--- src/design/rcpd_pkg.sv ---
// Shared types and constants for the radio command packet decoder.
// No dependencies; imported by every module of the block.
package rcpd_pkg;

    localparam int SHORT_LEN    = 9;
    localparam int LONG_LEN     = 19;
    localparam int COUNT_W      = 5;
    localparam int HOP_CHANNELS = 4;
    localparam int HOP_IDX_W    = $clog2(HOP_CHANNELS);

    localparam logic [15:0] RATE_LOW_Q16 = 16'd21627;
    localparam logic [15:0] RATE_MID_Q16 = 16'd43254;

    typedef enum logic [1:0] {
        CFG_PROTOCOL_MODE = 2'd0,
        CFG_BIND_ID_LOW   = 2'd1,
        CFG_BIND_ID_HIGH  = 2'd2
    } cfg_index_t;

    typedef enum logic [1:0] {
        SCALE_NONE,
        SCALE_LOW,
        SCALE_MID
    } scale_t;

    // packet bytes as seen at the transfer that completes the packet
    typedef struct packed {
        logic                        complete;
        logic [LONG_LEN-1:0][7:0]    bytes;
    } frame_t;

    // decoded, clamped commands before rate scaling
    typedef struct packed {
        logic        [9:0] throttle_cmd;
        logic signed [9:0] roll_cmd;
        logic signed [9:0] pitch_cmd;
        logic signed [9:0] yaw_cmd;
        logic signed [9:0] aux_flip;
        logic        [6:0] hop_channel;
        logic              hop_valid;
        scale_t            scale;
    } mid_t;

    typedef struct packed {
        logic        [9:0] throttle_cmd;
        logic signed [9:0] roll_cmd;
        logic signed [9:0] pitch_cmd;
        logic signed [9:0] yaw_cmd;
        logic signed [9:0] aux_flip;
        logic        [6:0] hop_channel;
        logic              hop_valid;
    } result_t;

endpackage

--- src/design/rcpd_collect.sv ---
// Byte counter and packet store; presents the packet bytes on completion.
// Depends on rcpd_pkg.
module rcpd_collect (
    input  logic            clk,
    input  logic            rst_n,
    input  logic            accept,
    input  logic [7:0]      payload_byte,
    input  logic            packet_start,
    input  logic            protocol_mode,
    output rcpd_pkg::frame_t frame
);
    import rcpd_pkg::*;

    localparam logic [COUNT_W-1:0] LEN_SHORT = COUNT_W'(SHORT_LEN);
    localparam logic [COUNT_W-1:0] LEN_LONG  = COUNT_W'(LONG_LEN);

    logic [7:0]         store_reg [LONG_LEN];
    logic [COUNT_W-1:0] count_reg;
    logic [COUNT_W-1:0] count_next;
    logic [COUNT_W-1:0] count_eff;
    logic [COUNT_W-1:0] len;
    logic               write_en;

    always_comb
    begin
        count_eff  = packet_start ? '0 : count_reg;
        len        = protocol_mode ? LEN_LONG : LEN_SHORT;
        write_en   = accept && (count_eff < len);
        count_next = write_en ? count_eff + 1'b1 : count_reg;
        frame.complete = write_en && (count_eff + 1'b1 == len);
        for (int i = 0; i < LONG_LEN; i++)
        begin
            frame.bytes[i] = (count_eff == COUNT_W'(i)) ? payload_byte : store_reg[i];
        end
    end

    always_ff @(posedge clk or negedge rst_n)
    begin
        if (!rst_n)
        begin
            count_reg <= '0;
        end
        else
        begin
            count_reg <= count_next;
        end
    end

    always_ff @(posedge clk)
    begin
        if (write_en)
        begin
            store_reg[count_eff] <= payload_byte;
        end
    end

endmodule

--- src/design/rcpd_decode.sv ---
// Field decode, clamping, flip latch and hop sequencing; registers the result.
// Depends on rcpd_pkg.
module rcpd_decode (
    input  logic           clk,
    input  logic           rst_n,
    input  rcpd_pkg::frame_t frame,
    input  logic           protocol_mode,
    input  logic [7:0]     bind_id_low,
    input  logic [7:0]     bind_id_high,
    output rcpd_pkg::mid_t mid
);
    import rcpd_pkg::*;

    localparam logic signed [9:0] CMD_MAX = 10'sd500;
    localparam logic signed [9:0] CMD_MIN = -10'sd500;

    function automatic logic signed [9:0] sat_cmd(input logic signed [17:0] v);
        logic signed [9:0] r;
        if (v > 18'sd500)
            r = CMD_MAX;
        else if (v < -18'sd500)
            r = CMD_MIN;
        else
            r = v[9:0];
        return r;
    endfunction

    mid_t                 mid_reg;
    mid_t                 mid_next;
    logic signed [9:0]    aux_reg;
    logic signed [9:0]    aux_next;
    logic [HOP_IDX_W-1:0] hop_idx_reg;
    logic [HOP_IDX_W-1:0] hop_idx_next;

    logic [9:0]           thr0;
    logic signed [17:0]   thr1;
    logic signed [9:0]    pitch1;
    logic [6:0]           chan;

    always_comb
    begin
        mid_next     = mid_reg;
        aux_next     = aux_reg;
        hop_idx_next = hop_idx_reg;
        thr0   = {frame.bytes[0], 2'b00};
        thr1   = $signed({2'b00, frame.bytes[14], frame.bytes[13]}) - 18'sd1000;
        pitch1 = 10'sd0 - sat_cmd($signed({{2{frame.bytes[12][7]}},
                 frame.bytes[12], frame.bytes[11]}) - 18'sd1500);

        case (hop_idx_reg)
            2'd0:    chan = 7'({4'b0, bind_id_low[3:0]} + 8'h03);
            2'd1:    chan = 7'({4'b0, bind_id_low[7:4]} + 8'h16);
            2'd2:    chan = 7'({4'b0, bind_id_high[3:0]} + 8'h2D);
            default: chan = 7'({4'b0, bind_id_high[7:4]} + 8'h40);
        endcase

        if (frame.complete)
        begin
            if (!protocol_mode)
            begin
                mid_next.throttle_cmd = (thr0 > 10'd1000) ? 10'd1000 : thr0;
                mid_next.roll_cmd  = sat_cmd(18'($signed({1'b0, frame.bytes[4], 2'b00}))
                                     - 18'sd512);
                mid_next.pitch_cmd = sat_cmd(18'($signed({1'b0, frame.bytes[3], 2'b00}))
                                     - 18'sd512);
                mid_next.yaw_cmd   = sat_cmd(18'($signed({1'b0, frame.bytes[1], 2'b00}))
                                     - 18'sd512);
                if (frame.bytes[7][3:0] != 4'h0)
                begin
                    if (frame.bytes[3] > 8'hF0)
                        aux_next = CMD_MAX;
                    if (frame.bytes[3] < 8'h0F)
                        aux_next = CMD_MIN;
                end
                mid_next.hop_channel = 7'd0;
                mid_next.hop_valid   = 1'b0;
                mid_next.scale       = SCALE_NONE;
            end
            else
            begin
                if (thr1 < 18'sd0)
                    mid_next.throttle_cmd = 10'd0;
                else if (thr1 > 18'sd1000)
                    mid_next.throttle_cmd = 10'd1000;
                else
                    mid_next.throttle_cmd = thr1[9:0];
                mid_next.roll_cmd  = 10'sd0 - sat_cmd($signed({{2{frame.bytes[10][7]}},
                                     frame.bytes[10], frame.bytes[9]}) - 18'sd1500);
                mid_next.pitch_cmd = pitch1;
                mid_next.yaw_cmd   = sat_cmd($signed({6'b0, frame.bytes[16][3:0],
                                     frame.bytes[15]}) - 18'sd1500);
                if (frame.bytes[16][4])
                begin
                    if (pitch1 > 10'sd450)
                        aux_next = CMD_MAX;
                    if (pitch1 < -10'sd450)
                        aux_next = CMD_MIN;
                end
                case (frame.bytes[17])
                    8'd0:    mid_next.scale = SCALE_LOW;
                    8'd1:    mid_next.scale = SCALE_MID;
                    default: mid_next.scale = SCALE_NONE;
                endcase
                mid_next.hop_channel = chan;
                mid_next.hop_valid   = 1'b1;
                hop_idx_next = (hop_idx_reg == HOP_IDX_W'(HOP_CHANNELS - 1)) ? '0
                               : hop_idx_reg + 1'b1;
            end
            mid_next.aux_flip = aux_next;
        end
    end

    always_ff @(posedge clk or negedge rst_n)
    begin
        if (!rst_n)
        begin
            aux_reg     <= '0;
            hop_idx_reg <= HOP_IDX_W'(1);
        end
        else
        begin
            aux_reg     <= aux_next;
            hop_idx_reg <= hop_idx_next;
        end
    end

    always_ff @(posedge clk)
    begin
        mid_reg <= mid_next;
    end

    assign mid = mid_reg;

endmodule

--- src/design/rcpd_scale.sv ---
// Rate scaling of the stick axes (Q0.16, magnitude truncated) into the output register.
// Depends on rcpd_pkg.
module rcpd_scale (
    input  logic              clk,
    input  logic              load,
    input  rcpd_pkg::mid_t    mid,
    output rcpd_pkg::result_t res
);
    import rcpd_pkg::*;

    function automatic logic signed [9:0] scale_axis(input logic signed [9:0] v,
                                                     input logic [15:0] k);
        logic [9:0]  neg;
        logic [8:0]  mag;
        logic [24:0] prod;
        logic [9:0]  m;
        neg  = 10'd0 - v;
        mag  = v[9] ? neg[8:0] : v[8:0];
        prod = {16'd0, mag} * {9'd0, k};
        m    = {1'b0, prod[24:16]};
        return v[9] ? $signed(10'd0 - m) : $signed(m);
    endfunction

    result_t     res_reg;
    result_t     res_next;
    logic [15:0] k;

    always_comb
    begin
        case (mid.scale)
            SCALE_LOW: k = RATE_LOW_Q16;
            SCALE_MID: k = RATE_MID_Q16;
            default:   k = 16'd0;
        endcase
        res_next.throttle_cmd = mid.throttle_cmd;
        res_next.aux_flip     = mid.aux_flip;
        res_next.hop_channel  = mid.hop_channel;
        res_next.hop_valid    = mid.hop_valid;
        if (mid.scale == SCALE_NONE)
        begin
            res_next.roll_cmd  = mid.roll_cmd;
            res_next.pitch_cmd = mid.pitch_cmd;
            res_next.yaw_cmd   = mid.yaw_cmd;
        end
        else
        begin
            res_next.roll_cmd  = scale_axis(mid.roll_cmd, k);
            res_next.pitch_cmd = scale_axis(mid.pitch_cmd, k);
            res_next.yaw_cmd   = scale_axis(mid.yaw_cmd, k);
        end
    end

    always_ff @(posedge clk)
    begin
        if (load)
        begin
            res_reg <= res_next;
        end
    end

    assign res = res_reg;

endmodule

--- src/design/rc_command_packet_decoder.sv ---
// Radio command packet decoder, top level.
// Payload bytes enter on s_*, one transfer per byte; s_tuser marks the first
// byte of a packet. When a packet completes (9 bytes in protocol mode 0, 19 in
// mode 1) one command result leaves on m_*; other bytes give no result.
// Configuration registers (protocol mode, bind ID bytes) are for the user to write on cfg_*
// only while the block is idle; the block itself does not enforce this. cfg_ready is always high.
// Throughput: one byte per cycle while s_tready is high. m_tvalid rises once the result of
// the completing byte has passed the decode register, then the scale/output register.
// s_tready drops only while both result stages are full and m_tready is low;
// no byte or result is lost or repeated during a stall.
// Reset (rst_n low, asynchronous) clears the byte count and flip latch, sets
// the hop index to 1 and protocol mode to 1, and empties the result stages.
// Depends on rcpd_pkg, rcpd_collect, rcpd_decode, rcpd_scale.
module rc_command_packet_decoder (
    input  logic        clk,
    input  logic        rst_n,
    input  logic        s_tvalid,
    output logic        s_tready,
    input  logic [7:0]  s_tdata,   // [7:0] payload_byte
    input  logic        s_tuser,   // [0] packet_start
    output logic        m_tvalid,
    input  logic        m_tready,
    output logic [63:0] m_tdata,   // [9:0] throttle_cmd, [19:10] roll_cmd, [29:20] pitch_cmd,
                                   // [39:30] yaw_cmd, [49:40] aux_flip, [56:50] hop_channel
    output logic        m_tuser,   // [0] hop_valid
    input  logic        cfg_valid,
    output logic        cfg_ready,
    input  logic [1:0]  cfg_index,
    input  logic [7:0]  cfg_data
);
    import rcpd_pkg::*;

    logic       mode_reg;
    logic [7:0] bind_lo_reg;
    logic [7:0] bind_hi_reg;
    logic       mid_v_reg;
    logic       mid_v_next;
    logic       out_v_reg;
    logic       out_v_next;
    logic       out_adv;
    logic       mid_adv;
    logic       accept;

    frame_t     frame;
    mid_t       mid;
    result_t    res;

    assign cfg_ready = 1'b1;
    assign out_adv   = !out_v_reg || m_tready;
    assign mid_adv   = !mid_v_reg || out_adv;
    assign s_tready  = mid_adv;
    assign accept    = s_tvalid && s_tready;

    always_comb
    begin
        mid_v_next = mid_adv ? frame.complete : mid_v_reg;
        out_v_next = out_adv ? mid_v_reg : out_v_reg;
    end

    always_ff @(posedge clk or negedge rst_n)
    begin
        if (!rst_n)
        begin
            mode_reg    <= 1'b1;
            bind_lo_reg <= '0;
            bind_hi_reg <= '0;
            mid_v_reg   <= 1'b0;
            out_v_reg   <= 1'b0;
        end
        else
        begin
            mid_v_reg <= mid_v_next;
            out_v_reg <= out_v_next;
            if (cfg_valid && cfg_ready)
            begin
                case (cfg_index)
                    CFG_PROTOCOL_MODE: mode_reg    <= cfg_data[0];
                    CFG_BIND_ID_LOW:   bind_lo_reg <= cfg_data;
                    CFG_BIND_ID_HIGH:  bind_hi_reg <= cfg_data;
                    default:           ;
                endcase
            end
        end
    end

    rcpd_collect u_collect (
        .clk           (clk),
        .rst_n         (rst_n),
        .accept        (accept),
        .payload_byte  (s_tdata),
        .packet_start  (s_tuser),
        .protocol_mode (mode_reg),
        .frame         (frame)
    );

    rcpd_decode u_decode (
        .clk           (clk),
        .rst_n         (rst_n),
        .frame         (frame),
        .protocol_mode (mode_reg),
        .bind_id_low   (bind_lo_reg),
        .bind_id_high  (bind_hi_reg),
        .mid           (mid)
    );

    rcpd_scale u_scale (
        .clk  (clk),
        .load (mid_v_reg && out_adv),
        .mid  (mid),
        .res  (res)
    );

    assign m_tvalid = out_v_reg;
    assign m_tdata  = {7'd0, res.hop_channel, res.aux_flip, res.yaw_cmd,
                       res.pitch_cmd, res.roll_cmd, res.throttle_cmd};
    assign m_tuser  = res.hop_valid;

`ifndef NO_ASSERTIONS
    a_stall_only_when_full: assert property (@(posedge clk) disable iff (!rst_n)
        !s_tready |-> (mid_v_reg && m_tvalid && !m_tready))
        else $error("input stalled while a result stage is free");

    a_throttle_range: assert property (@(posedge clk) disable iff (!rst_n)
        m_tvalid |-> (m_tdata[9:0] <= 10'd1000))
        else $error("throttle out of range");

    a_hop_off_zero: assert property (@(posedge clk) disable iff (!rst_n)
        (m_tvalid && !m_tuser) |-> (m_tdata[56:50] == 7'd0))
        else $error("hop channel nonzero without hop_valid");

    a_hop_on_range: assert property (@(posedge clk) disable iff (!rst_n)
        (m_tvalid && m_tuser) |-> (m_tdata[56:50] >= 7'd3))
        else $error("hop channel below table minimum");
`endif

endmodule
--- config.mk ---
export PLATFORM = sky130hd
export DESIGN_NAME = rc_command_packet_decoder
export DESIGN_NICKNAME = d
export VERILOG_FILES = /design/src/design/rcpd_pkg.sv /design/src/design/rcpd_collect.sv /design/src/design/rcpd_decode.sv /design/src/design/rcpd_scale.sv /design/src/design/rc_command_packet_decoder.sv
export SDC_FILE = /design/constraint.sdc
export NUM_CORES = 1
export LEC_CHECK = 0
export ABC_AREA = 1
export BUFFER_PORTS_ARGS = -buffer_cell sky130_fd_sc_hd__buf_2
export CORE_ASPECT_RATIO = 2
export CORE_MARGIN = 2
export CORE_UTILIZATION = 55
export CTS_CLUSTER_SIZE = 40
export DETAILED_ROUTE_END_ITERATION = 8
export PLACE_DENSITY_LB_ADDON = 0.1
export SLEW_MARGIN = 20
export SYNTH_ARGS = -nofsm -noshare
export SYNTH_HDL_FRONTEND = slang
export SYNTH_SLANG_ARGS = --single-unit
--- constraint.sdc ---
create_clock -name clk -period 15.7 [get_ports clk]
set_input_delay 0.785 -clock clk [delete_from_list [all_inputs] [get_ports clk]]
set_output_delay 0.785 -clock clk [all_outputs]
set_load 0.05 [all_outputs]
# Word level (Yosys, flattened, before mapping)
# Memory sizes are Yosys's and may differ from the RTL's.
# Cells that the tools add are included.
[classes] addsub=21 n_mul=3 n_reduce_logical=18 n_eq_ne=22 magnitude_cmp=20 n_mux=55
[op_table] operator="10-bit 2-to-1 mux" count=27
[op_table] operator="18-bit by 10-bit > comparator with 1-bit output (second input constant)" count=6
[op_table] operator="18-bit by 10-bit less-than comparator with 1-bit output (second input constant)" count=6
[op_table] operator="8-bit 2-to-1 mux" count=12
[op_table] operator="9-bit by 16-bit multiplier with 25-bit output" count=3
[op_table] operator="40-bit 2-to-1 mux" count=1
[op_table] operator="5-bit by 4-bit == test with 1-bit output (second input constant)" count=7
[op_table] operator="16-bit by 12-bit subtractor with 17-bit output (second input constant)" count=2
[op_table] operator="10-bit by 10-bit subtractor with 11-bit output (second input constant)" count=3
[op_table] operator="16-bit one-hot mux with 2 select lines" count=1
[op_table] operator="30-bit 2-to-1 mux" count=1
[op_table] operator="1-bit by 9-bit subtractor with 10-bit output (first input constant)" count=3
[op_table] operator="9-bit 2-to-1 mux" count=3
[op_table] operator="1-bit by 9-bit subtractor with 9-bit output (first input constant)" count=3
[op_table] operator="7-bit one-hot mux with 3 select lines" count=1
[op_table] operator="10-bit > comparator (second input constant)" count=2
[op_table] operator="1-bit by 10-bit subtractor with 10-bit output (first input constant)" count=2
[op_table] operator="18-bit by 11-bit > comparator with 1-bit output (second input constant)" count=1
[op_table] operator="18-bit by 1-bit less-than comparator with 1-bit output (second input constant)" count=1
[op_table] operator="16-bit by 10-bit subtractor with 17-bit output (second input constant)" count=1
[op_table] operator="5-bit 2-to-1 mux" count=3
[op_table] operator="12-bit by 11-bit subtractor with 13-bit output (second input constant)" count=1
[op_table] operator="5-bit by 3-bit == test with 1-bit output (second input constant)" count=2
[op_table] operator="5-bit == test (second input constant)" count=2
[op_table] operator="29 further kinds" count=45
[totals] register_bits=154 word_cells=163 output_inout_bits=68 ramBits=152 in_bits=24 memories=1
[mem_list] memory="u_collect.store_reg" words=19 word_bits=8 read_ports=14 rd_ports_with_merged_regs=0 write_ports=1 line_no="rcpd_collect.sv:17" text="logic [7:0] store_reg [LONG_LEN];"

# Longest topological paths before layout
[logic_depth] depth_word=13 mapped_depth=42 mapped_depth_nobuf=42

# Modules after synthesis
# Synthesis repeated with hierarchy kept, for this count alone.
[hier_totals] hier_cells=3393 hier_area_um2=27865.5
[by_module_without_submodules] module="rcpd_scale" cells_per_inst=1871 area_per_inst_um2=14381.3 instances=1 seq_area_each_um2=1741.7
[by_module_without_submodules] module="rcpd_collect" cells_per_inst=611 area_per_inst_um2=6782.8 instances=1 seq_area_each_um2=4689.5
[by_module_without_submodules] module="rcpd_decode" cells_per_inst=811 area_per_inst_um2=5815.6 instances=1 seq_area_each_um2=2103.3
[by_module_without_submodules] module="rc_command_packet_decoder" cells_per_inst=100 area_per_inst_um2=885.8 instances=1 seq_area_each_um2=476.7

# Worst setup path before layout
# OpenSTA, ideal clock, no wires.
[synth_timing] kind="register -> register" start="reg u_decode.mid_reg (netlist bit u_decode.mid[30])" end="reg u_scale.res_reg (netlist bit u_scale.res[36]), data pin" setup_time_ns=0.259 path_buffers=0 arrival_time_ns=6.348 stages_incl_launch_ff=38 required_ns=15.441 setup_slack_ns=9.093 path_cell_list="edfxtp_1 inv_1 ha_1 inv_1 nor2_1 inv_1 nor2_1 inv_1 nor3_1 inv_1 o31ai_1 xnor2_1 inv_1 nor2_1 inv_1 fa_1 fa_1 inv_1 [2 not listed] fa_1 inv_1 ha_1 nand2_1 a21oi_1 a211oi_1 nand2_1 a21oi_1 o21ai_0 nand2_1 o211ai_1 a21boi_0 o21ai_0 xnor2_1 nor3b_1 nand3_1 nand3_1 nand3_1"
[synth_lines] item="from (decl)" line_no="rcpd_decode.sv:28" text="mid_t mid_reg;"
[synth_lines] item="from (signal assigned)" line_no="rcpd_decode.sv:129" text="mid_reg <= mid_next;"
[synth_lines] item="to (signal assigned)" line_no="rcpd_scale.sv:57" text="res_reg <= res_next;"
[synth_lines] item="to (decl)" line_no="rcpd_scale.sv:24" text="result_t res_reg;"

==> results by group <==
Critical path
  • Cell mode on critical path: inv_1
  • CP Capture Type: flip-flop
  • Critical-path top delay cell: fa_1
  • Crit path DAT: 7.72 ns
  • WS Path Type: reg -> reg
  • Critical path's largest stage delay: 0.55 ns
  • Critical path peak fanout: 6
  • Critical Path Start Type: flip-flop
  • R2r setup slk: 8.24 ns
  • Required @ worst endpoint: 15.96 ns

Synthesis
  • Complex-gate fraction of the synthesized area: 7.811%
  • Synth area leader: edfxtp_1
  • Cells after synthesis: 2,801
  • Post-synthesis sequential area ratio: 31.30%
  • Post-synthesis xor/xnor area fraction: 2.885%
  • Post-Synth Simple-Gate Area: 18.19%
  • Mapped Area: 24,280 um^2
  • Most numerous cell in the Yosys netlist: inv_1
  • Syn_area_per_cell: 8.670 um^2
  • Async SR Flop Fraction: 13.90%
  • Top-area cell type share of the netlist area: 27.58%
  • Top post-synthesis cells by area: edfxtp_1 (28%), fa_1 (18%), inv_1 (10%)
  • Synth unique cells: 63
  • Synth cell count leaders: inv_1 (646), nand2_1 (487), nor2_1 (229)
  • Post-synth EDFFs: 223
  • Yosys warnings: 0
  • Adder-cell share of the synthesized area: 28.25%
  • Register bit total from synthesis: 259
  • Post-synthesis mux area share: 0.04122%
  • Most used DFF post-synth: edfxtp_1
  • Largest family of logic cells by synthesized area: adder cells

Timing
  • RSZ-0062 raised after global routing: no
  • Fmax: 0.1340 GHz
  • Final Hold Viols: 0
  • Fin. max-slew vios: 0
  • Worst clock skew: 0.01472 ns
  • Setup TNS after final layout: 0 ns
  • Slew headroom: 29.89%
  • Final worst slack: 8.238 ns
  • Final Cycle Share: 47.53%
  • Min Clock Period, post-route: 7.462 ns
  • Final setup violation count: 0
  • Worst-margin pin slew: 1.047 ns
  • Final Hold Slack: 0.3535 ns

Routing
  • Vias: 18,310
  • Post-route DRC: 0
  • Wirelength per Cell: 17.18 um
  • DRT iter0 DRCs: 836
  • Drt pass-1 iters: 5
  • Antenna-violating nets left: 0
  • Vias per std cell: 5.322
  • Total wire length: 59,120 um

Power and ir drop
  • P_sw: 0.0005918 W
  • Pwr dens: 69.75 nW/um^2
  • Sw Share: 32.69%
  • Reg power frac: 45.0%
  • Int Pwr: 0.001219 W
  • Leak Pwr: 12.76 nW
  • IR drop worst, VDD: 0.00009322 V
  • Clock power share: 30.7%
  • Comb pwr share: 24.3%

GRT
  • First-pass GRT wire length: 95,600 um
  • Initial antenna violation count: 0
  • Vias in the first global route: 19,280
  • Grt total ovfl: 0
  • Global-route usage over all layers: 26.12%
  • Largest net degree at the start of global routing: 62

Place
  • GP Congestion: 0.9524
  • Placed cell count: 3,398
  • PortBufs: 83
  • DPL Wire Length: 48,080 um
  • Pre-CTS setup slack: 8.254 ns

Cells and area
  • Area Growth Syn to Fin: 6.889%
  • Fin util: 59.65%
  • Fraction of layout cells with a size suffix above 1: 7.820%
  • Layout net count: 3,312
  • Finished Layout Cells: 3,440
  • Max reg flops: 105
  • # diodes: 0

Worst hold path
  • Hold Path Class: in -> async

Floorplan
  • Core area: 43,510 um^2
  • I/O Pins: 92
  • Initial Util: 55.81%
  • Die width: 152.6 um
  • Die footprint: 45,950 um^2
  • Row count: 108
  • Die Y: 301.2 um

CTS
  • Worst-path clk slew: 0.07 ns
  • CTS root buf: clkbuf_16
  • Skew-Pair Late Insertion Delay: 0.54 ns
  • CTS tree: yes
  • # hold bufs at CTS: 0
  • H-tree depth: 1
  • CTS max path bufs: 3
  • Post-CTS Setup Inserts: 0
  • CTS Sinks: 259
  • Total CTS buffers: 23
  • Post-cts resize count: 0

Run status
  • Outcome: complete, no violations

Flow run
  • Max Cap Viol: 0
## per-stage QoR
stage	power, W	instance area (um^2)
after detailed placement	0.001270	25240
after floorplan	0.001150	24310
after global placement	0.001256	25240
after CTS	0.001820	25950
after global routing	0.001905	25960
final	0.001810	25960
## per-layer routing
layer / track usage, % / vias to the layer above / share of wire [%]
met5: 0 / - / 0
met4: 14.20 / 0 / 6.1
met3: 2.199 / 173 / 3.3
met2: 51.99 / 439 / 56
met1: 26.41 / 8734 / 35
li1: - / 8961 / -
## worst paths after layout
kind                                                     start  cells after the start                            endpoint
worst max-delay path            u_decode.mid[30]$_SDFFCE_PN0P_                     37           u_scale.res[34]$_DFFE_PP_
worst min-delay path                                     rst_n                      1          bind_hi_reg[6]$_DFFE_PN0P_
worst max register to register  u_decode.mid[30]$_SDFFCE_PN0P_                     37           u_scale.res[34]$_DFFE_PP_
worst min register to register      u_decode.mid[16]$_DFFE_PP_                      0           u_scale.res[14]$_DFFE_PP_
max in group asynchronous                                rst_n                      1  u_collect.count_reg[2]$_DFFE_PN0P_
min in group clk                    u_decode.mid[16]$_DFFE_PP_                      0           u_scale.res[14]$_DFFE_PP_
## cell families after synthesis
group                      after synthesis
muxes                                    1
DFF                                    259
AOI/OAI and AO/OA                      337
xor gates and xnor gates                80
buffers and inverters                  720
other                                    2
adders and majority gates              415
and+or+nand+nor                        987
## critical path, delay by kind of cell (launching register included)
family / cells / cell delay, ns
XOR/XNOR: 2 / 0.48
flip-flops: 1 / 0.47
buffers and inverters: 10 / 0.73
AND/OR/NAND/NOR: 9 / 1.25
adder cells (fa/ha/maj): 6 / 2.58
AO/OA/AOI/OAI: 10 / 1.66
## cell type report
type                            count  area (um^2)
Sequential cell                   259         7600
Clock inverter                     18        137.6
Multi-Input combinational cell   1828        13930
Timing Repair Buffer               98        528.0
Clock buffer                       24        579.3
Fill cell                        3885        17560
Tap cell                          550        688.2
Inverter                          663         2489
## power by group through the flow
stage / clock network, W / registers [W] / logic, W
after detailed placement: 0 / 0.000829 / 0.000441
after global placement: 0 / 0.000828 / 0.000428
after global routing: 0.000585 / 0.000818 / 0.000501
final: 0.000555 / 0.000815 / 0.000440
after floorplan: 0 / 0.000835 / 0.000314
after CTS: 0.000563 / 0.000814 / 0.000443
## layout by cell type (no fill, tap or decap), types with 7 or more instances in the layout
cell type	synthesis	routed
o21ai_1	10	10
edfxtp_1	223	223
ha_1	193	192
nor2_2	10	10
dfrtp_1	34	34
o211ai_1	7	7
nand3_1	119	119
nand3b_1	11	11
o31ai_1	9	9
buf_4	10	15
xor2_1	50	50
nand2_1	487	487
nor3_1	21	21
a31oi_1	13	13
fa_1	222	222
nand2_2	18	18
inv_1	646	646
nor2_1	229	229
conb_1	2	8
nor2_4	9	9
nor4_1	9	8
a211oi_1	11	11
inv_2	11	11
nand4_1	35	35
xnor2_1	30	30
a21oi_1	103	102
clkbuf_16	0	23
o21ai_0	145	145
or2_2	12	12
clkinv_1	6	11
buf_2	5	83
nand3_2	7	7
Power figures use the tool's default switching activity.
